[config.mk]
export PLATFORM = sky130hd
export DESIGN_NAME = software_timer_bank
export DESIGN_NICKNAME = d
export VERILOG_FILES = /design/src/hdl/tsb_pkg.sv /design/src/hdl/tsb_cell.sv /design/src/hdl/software_timer_bank.sv
export SDC_FILE = /design/constraint.sdc
export NUM_CORES = 1
export LEC_CHECK = 0
export BUFFER_PORTS_ARGS = -buffer_cell sky130_fd_sc_hd__clkbuf_2
export CORE_ASPECT_RATIO = 0.6
export CORE_MARGIN = 2
export CORE_UTILIZATION = 60
export DETAILED_ROUTE_END_ITERATION = 16
export PLACE_DENSITY = 0.77
export SYNTH_ARGS = -nofsm -noshare
export SYNTH_HDL_FRONTEND = slang
export SYNTH_SLANG_ARGS = --single-unit
[constraint.sdc]
create_clock -name clk -period 2.75 [get_ports clk]
set_clock_uncertainty 0.2 [all_clocks]
set_input_delay 0.4125 -clock clk [delete_from_list [all_inputs] [get_ports clk]]
set_output_delay 0.4125 -clock clk [all_outputs]
set_load 0.1 [all_outputs]
[src/hdl/tsb_pkg.sv]
// Package for the software timer bank: bank sizing constants, command codes,
// timer mode codes and the structs passed between the top level and the cells.
// No dependencies.
`default_nettype none

package tsb_pkg;

    // Bank sizing
    localparam int NUM_TIMERS  = 8;   // 1 to 32
    localparam int COUNT_WIDTH = 16;  // 8 to 32

    // Width of the fixed result masks
    localparam int MASK_WIDTH = 8;

    // Command codes carried on the input channel
    typedef enum logic [1:0] {
        CMD_TICK  = 2'd0,
        CMD_START = 2'd1,
        CMD_STOP  = 2'd2,
        CMD_RESET = 2'd3
    } tsb_cmd_code_t;

    // Per-timer mode
    typedef enum logic [1:0] {
        MODE_STOPPED = 2'd0,
        MODE_RUNNING = 2'd1,
        MODE_START   = 2'd2,
        MODE_RESET   = 2'd3
    } tsb_mode_t;

    // Command broadcast to every cell
    typedef struct packed {
        logic                   en;       // beat accepted this cycle
        tsb_cmd_code_t          op;
        logic [COUNT_WIDTH-1:0] value;
        logic                   restart;
    } tsb_bcast_t;

    // Masks handed from cell to cell down the chain
    typedef struct packed {
        logic [MASK_WIDTH-1:0] expired;
        logic [MASK_WIDTH-1:0] active;
    } tsb_mask_t;

endpackage

`default_nettype wire

[src/hdl/tsb_cell.sv]
// One timer of the bank: mode, reload value, remaining count and restart flag.
// Takes the broadcast command and shifts its status bits into the mask chain.
// Depends on tsb_pkg.
`default_nettype none

module tsb_cell
    import tsb_pkg::*;
(
    input  wire logic       clk,
    input  wire logic       rst_n,
    input  wire tsb_bcast_t bcast,
    input  wire logic       hit,       // command addresses this timer
    input  wire tsb_mask_t  mask_in,   // from the next-higher cell
    output tsb_mask_t       mask_out   // toward cell 0
);

    tsb_mode_t              mode_reg, mode_next;
    logic [COUNT_WIDTH-1:0] reload_reg, reload_next;
    logic [COUNT_WIDTH-1:0] remaining_reg, remaining_next;
    logic                   restart_reg, restart_next;
    logic                   expire;

    // Next state for a tick or an addressed command
    always_comb
    begin
        mode_next      = mode_reg;
        reload_next    = reload_reg;
        remaining_next = remaining_reg;
        restart_next   = restart_reg;
        expire         = 1'b0;
        if (bcast.en)
        begin
            if (bcast.op == CMD_TICK)
            begin
                case (mode_reg)
                    MODE_RUNNING:
                    begin
                        if (remaining_reg == '0)
                        begin
                            expire = 1'b1;
                            if (restart_reg)
                                remaining_next = reload_reg;
                            else
                                mode_next = MODE_STOPPED;
                        end
                        else
                        begin
                            remaining_next = remaining_reg - COUNT_WIDTH'(1);
                        end
                    end
                    MODE_START:
                    begin
                        remaining_next = reload_reg;
                        mode_next      = MODE_RUNNING;
                    end
                    MODE_RESET:
                    begin
                        mode_next = MODE_START;
                    end
                    default:
                    begin
                        mode_next = mode_reg;
                    end
                endcase
            end
            else if (hit)
            begin
                case (bcast.op)
                    CMD_START:
                    begin
                        reload_next  = bcast.value;
                        restart_next = bcast.restart;
                        mode_next    = MODE_START;
                    end
                    CMD_STOP:
                    begin
                        mode_next = MODE_STOPPED;
                    end
                    CMD_RESET:
                    begin
                        mode_next = MODE_RESET;
                    end
                    default:
                    begin
                        mode_next = mode_reg;
                    end
                endcase
            end
        end
    end

    // Timer state
    always_ff @(posedge clk or negedge rst_n)
    begin
        if (!rst_n)
        begin
            mode_reg      <= MODE_STOPPED;
            reload_reg    <= '0;
            remaining_reg <= '0;
            restart_reg   <= 1'b0;
        end
        else
        begin
            mode_reg      <= mode_next;
            reload_reg    <= reload_next;
            remaining_reg <= remaining_next;
            restart_reg   <= restart_next;
        end
    end

    // Shift this timer's bits into the chain; bit 0 ends up as cell 0
    assign mask_out.expired = {mask_in.expired[MASK_WIDTH-2:0], expire};
    assign mask_out.active  = {mask_in.active[MASK_WIDTH-2:0], mode_next != MODE_STOPPED};

endmodule

`default_nettype wire

[src/hdl/software_timer_bank.sv]
// Software timer bank top level: input handshake, row of timer cells and
// result register. Depends on tsb_pkg and tsb_cell.
//
// Usage:
//   Input channel (in_valid/in_ready) carries command, timer_index,
//   load_value and auto_restart. A tick beat advances every timer; start,
//   stop and reset beats act on the addressed timer (indexes past the bank
//   are ignored). Every input beat yields exactly one result beat on the
//   output channel (out_valid/out_ready) with expired_mask and active_mask
//   for timers 0 to 7.
//   Latency: the result is valid the cycle after the input beat is taken.
//   Throughput: one beat per cycle; all timer cells update in parallel and
//   the result register is the only stage, so in_ready is high whenever the
//   result register is empty or being drained.
//   Stall: while out_valid is high and out_ready low, the result holds and
//   in_ready drops; no beat is lost or duplicated.
//   Reset: rst_n clears all timers to stopped with zero counts and empties
//   the result register. No warm-up sweep; ready right after reset.
`default_nettype none

module software_timer_bank
    import tsb_pkg::*;
(
    input  wire logic        clk,
    input  wire logic        rst_n,
    input  wire logic        in_valid,
    output logic             in_ready,
    input  wire logic [1:0]  command,
    input  wire logic [2:0]  timer_index,
    input  wire logic [15:0] load_value,
    input  wire logic        auto_restart,
    output logic             out_valid,
    input  wire logic        out_ready,
    output logic [7:0]       expired_mask,
    output logic [7:0]       active_mask
);

    logic       accept;
    tsb_bcast_t bcast;
    tsb_mask_t  chain [NUM_TIMERS+1];
    logic       out_valid_reg, out_valid_next;
    tsb_mask_t  result_reg;

    // Input handshake
    assign in_ready = !out_valid_reg || out_ready;
    assign accept   = in_valid && in_ready;

    // Command broadcast
    assign bcast.en      = accept;
    assign bcast.op      = tsb_cmd_code_t'(command);
    assign bcast.value   = COUNT_WIDTH'(load_value);
    assign bcast.restart = auto_restart;

    // Row of timer cells, masks shifted from the top cell down to cell 0
    assign chain[NUM_TIMERS] = '0;

    for (genvar i = 0; i < NUM_TIMERS; i++)
    begin : g_cell
        logic hit;
        assign hit = (32'(timer_index) == 32'(i));

        tsb_cell u_cell (
            .clk      (clk),
            .rst_n    (rst_n),
            .bcast    (bcast),
            .hit      (hit),
            .mask_in  (chain[i+1]),
            .mask_out (chain[i])
        );
    end

    // Result register
    assign out_valid_next = accept || (out_valid_reg && !out_ready);

    always_ff @(posedge clk or negedge rst_n)
    begin
        if (!rst_n)
            out_valid_reg <= 1'b0;
        else
            out_valid_reg <= out_valid_next;
    end

    always_ff @(posedge clk)
    begin
        if (accept)
            result_reg <= chain[0];
    end

    assign out_valid    = out_valid_reg;
    assign expired_mask = result_reg.expired;
    assign active_mask  = result_reg.active;

    // Checks
    a_beat_yields_result: assert property (@(posedge clk) disable iff (!rst_n)
        accept |=> out_valid)
        else $error("accepted beat did not produce a result");

    a_cmd_no_expiry: assert property (@(posedge clk) disable iff (!rst_n)
        (accept && command != CMD_TICK) |=> expired_mask == '0)
        else $error("command beat reported an expiry");

    a_stop_clears_active: assert property (@(posedge clk) disable iff (!rst_n)
        (accept && command == CMD_STOP && 32'(timer_index) < NUM_TIMERS
            && 32'(timer_index) < MASK_WIDTH)
        |=> !active_mask[$past(timer_index)])
        else $error("stopped timer still reported active");

    a_start_sets_active: assert property (@(posedge clk) disable iff (!rst_n)
        (accept && command == CMD_START && 32'(timer_index) < NUM_TIMERS
            && 32'(timer_index) < MASK_WIDTH)
        |=> active_mask[$past(timer_index)])
        else $error("started timer not reported active");

endmodule

`default_nettype wire

==> metrics <==
Reg2Reg Launch Point=g_cell[1].u_cell.remaining_reg[7]$_DFFE_PN0P_; Post-DRT Antenna Nets=0; placement-stage worst setup slack=roughly 0.071 ns; Reg2Reg Setup Slack=roughly 0.11 ns; Longest Clk Path Bufs=3; CP max stage cell=and4_1; FILL cells=roughly 2,000; insertion delay to the later sink of the worst-skew pair=~0.57 ns; Synth Warn #=0; pwr dens=around 810 nW/um^2; CP endpoint kind=flop; sw frac=0.356; syn_nets=roughly 1,600; wire length of the first global-routing pass=around 70 mm; TritonRoute pass-1 iters=6; Pint=roughly 9500 uW; CTS buffer count=28; setup ws final=about 0.11 ns; flops & latches, synth=just under 300; Max Slew Vio Count=0; Critical Setup Path Class=flop to flop; crit-path cells=nor4_1, and4_1, or2_2, a21oi_1, o21ai_0; Worst R2R Path Depth=5; max_slew headroom=0.489; Die Ht=130 um; Post-synth ARST share=0.946; Setup Fix Bufs, Post-CTS=0; design area=between 15,000 and 20,000 um^2; Worst Setup EP=g_cell[1].u_cell.remaining_reg[0]$_DFFE_PN0P_; Mapped Cells=1,582; core area=between 20,000 and 30,000 um^2; CTS tree=built; Post-Route WL=between 40 and 50 mm; routed via count=roughly 13,000; number of synthesized flops with an enable pin=16; buffer and inverter count on the worst path=0; Setup violations, final=0; Syn Area/Cell=10.0 um^2; remaining global-route overflow=0; CP max stage delay=around 0.52 ns; num ports=44; root buf cell=clkbuf_16; Leak=0.00792 uW; status=finished, final reports clean; die span in x=between 200 and 250 um; Post-Syn Area=between 15,000 and 20,000 um^2; Psw=between 5000 and 6000 uW; Data required, critical path=roughly 3.0 ns; clk slew on worst S/H paths=roughly 0.07 ns; Slew @ Worst Pin=0.767 ns; number of distinct library cells after synthesis=75; initial antenna violation count=6; Final min period=approximately 2.6 ns; H-tree depth=1; RR Endpoint=g_cell[1].u_cell.remaining_reg[0]$_DFFE_PN0P_; crit path launch=g_cell[1].u_cell.remaining_reg[7]$_DFFE_PN0P_; Seq pwr share=0.432; Cell Area, Placed=17,200 um^2; row count=between 40 and 50; CP arrival=a little under 3 ns; Overall Global Routing Usage=0.319; Area growth, synth to finish=14.9%; wire per inst=21.6 um; routed vias/inst=approximately 6.6; diodes inserted=0; final hold slack=0.174 ns; Initial DRC Count=about 1,800; Starting Density=0.606; RePlAce Congestion=between 0.9 and 1; Final period util=0.959; worst hold path type=primary input to flop; final net count=~1,700; Comb power frac=0.290; max-cap violations=0; Clock Sinks=between 200 and 300; vias in the first global route=12,500; final HPWL from detailed placement=roughly 30 mm; Highest Clock Rate=379 MHz; ratio of cells with drive above 1 in the final layout=0.224; ys flop type=dfrtp_1; CP Max Fanout=21; drt drc=0; Clk pwr share=0.278; DIE AREA=roughly 28,000 um^2; worst vdd ir=0.000654 V; Top Family by Delay on Critical Path=simple AND/OR/NAND/NOR gates; post-synthesis sequential area ratio=0.474; largest net degree at the start of global routing=64; WP depth=5; Startpoint Class=flop; port buffer count=43; Hold Fails Final Rpt=0
-- synthesized netlist by cell type (8+ instances only) --
cell / count / share of area
nor4b_1: 8 / 0.0044
or4_1: 13 / 0.0062
nor4_1: 50 / 0.020
clkbuf_1: 59 / 0.014
nand2_1: 91 / 0.022
ha_1: 40 / 0.032
or3_1: 19 / 0.0075
a2bb2oi_1: 17 / 0.0094
mux2_2: 137 / 0.097
nor2_2: 8 / 0.0032
and3_1: 8 / 0.0032
o22ai_1: 11 / 0.0043
nor3_1: 71 / 0.022
a31oi_1: 8 / 0.0032
o211ai_1: 15 / 0.0071
o2bb2ai_1: 35 / 0.019
a21oi_1: 93 / 0.029
or2_2: 9 / 0.0035
nor2_1: 101 / 0.024
nand4_1: 8 / 0.0032
o21ai_0: 131 / 0.041
mux2i_1: 26 / 0.016
a211oi_1: 30 / 0.014
nor2b_1: 8 / 0.0032
buf_2: 17 / 0.0054
nand3_1: 36 / 0.011
edfxtp_1: 16 / 0.030
or3b_2: 8 / 0.0044
inv_1: 73 / 0.017
a22oi_1: 23 / 0.011
dfrtp_1: 281 / 0.44
-- placed cells by master, fill, tap and decap left out, drive strengths merged, types with 6 or more instances in the layout --
master     n
a211o      7
a211oi    30
a21oi     95
a22oi     23
a2bb2oi   18
a31oi      8
and2       6
and3       8
buf       99
clkbuf    83
clkinv     6
dfrtp    281
edfxtp    16
ha        40
inv       77
mux2     137
mux2i     26
nand2     91
nand2b     7
nand3     36
nand3b     6
nand4      8
nor2     109
nor2b      8
nor3      72
nor3b      7
nor4      51
nor4b      9
o2111ai    6
o211ai    15
o21ai    138
o22ai     11
o2bb2ai   35
o31a       6
or2       11
or3       19
or3b       8
or4       14
-- metal layers --
layer	track usage	part of all wire	up-vias
met5	0	0.00059	-
met4	0.0926	0.028	4
met3	0.0625	0.092	99
met2	0.476	0.43	661
met1	0.477	0.45	6627
li1	-	-	6100
-- per-stage QoR --
stage	TNS (ns)	power [uW]	utilization	cells
2_1_floorplan	0	9070	-	1582
3_3_place_gp	0	10300	0.656	2000
3_5_place_dp	0	10500	0.656	2000
4_1_cts	0	14600	0.694	2054
5_1_grt	-0.0220	15600	0.696	2054
6_report	0	14800	0.696	2054
-- kinds of logic (layout without fill, tap and decap cells) --
| family | Yosys count | in the layout | share of synthesized area |
|---|---|---|---|
| fa+ha+maj | 40 | 40 | 0.0315 |
| buf+inv | 158 | 270 | 0.0392 |
| compound gates | 440 | 440 | 0.181 |
| simple gates | 484 | 484 | 0.162 |
| flops | 297 | 297 | 0.474 |
| mux | 163 | 163 | 0.114 |
-- worst min-delay path by stage --
| stage | end | cells after the start | slack, ns | startpoint |
|---|---|---|---|---|
| finish | g_cell[2].u_cell.reload_reg[6]$_DFFE_PN0P_ | 2 | 0.17 | load_value[6] |
| global route | g_cell[2].u_cell.reload_reg[6]$_DFFE_PN0P_ | 2 | 0.15 | load_value[6] |
| CTS | g_cell[5].u_cell.restart_reg$_DFFE_PN0P_ | 2 | 0.16 | auto_restart |
| detailed placement | g_cell[7].u_cell.remaining_reg[3]$_DFFE_PN0P_ | 1 | 0.21 | rst_n |
| global placement | g_cell[7].u_cell.remaining_reg[4]$_DFFE_PN0P_ | 1 | 0.20 | rst_n |
| floorplan | g_cell[0].u_cell.mode_reg[0]$_DFF_PN0_ | 0 | -0.08 | rst_n |
-- power by group through the flow --
| stage | logic [uW] | registers, uW | clock network [uW] |
|---|---|---|---|
| final | 4280 | 6380 | 4100 |
| after CTS | 4170 | 6330 | 4140 |
| after detailed placement | 4140 | 6380 | 0 |
| after floorplan | 2890 | 6170 | 0 |
| after global routing | 4730 | 6500 | 4330 |
| after global placement | 3980 | 6340 | 0 |
-- final cells by class --
cell class / instances / area [um^2] / area share
Multi-Input combinational cell: 1127 / 7860 / 0.431
Sequential cell: 297 / 7520 / 0.412
Timing Repair Buffer: 143 / 1140 / 0.0628
Clock buffer: 41 / 843 / 0.0463
Tap cell: 360 / 450 / 0.0247
Inverter: 75 / 289 / 0.0159
Clock inverter: 11 / 124 / 0.00680
-- repair_timing --
item | CTS | global route
endpoints found under the setup margin | 0 | 14
resized for setup | 0 | 11
endpoints found under the hold margin | 55 | 0
hold buffers | 2 | 0
Power figures use the tool's default switching activity.
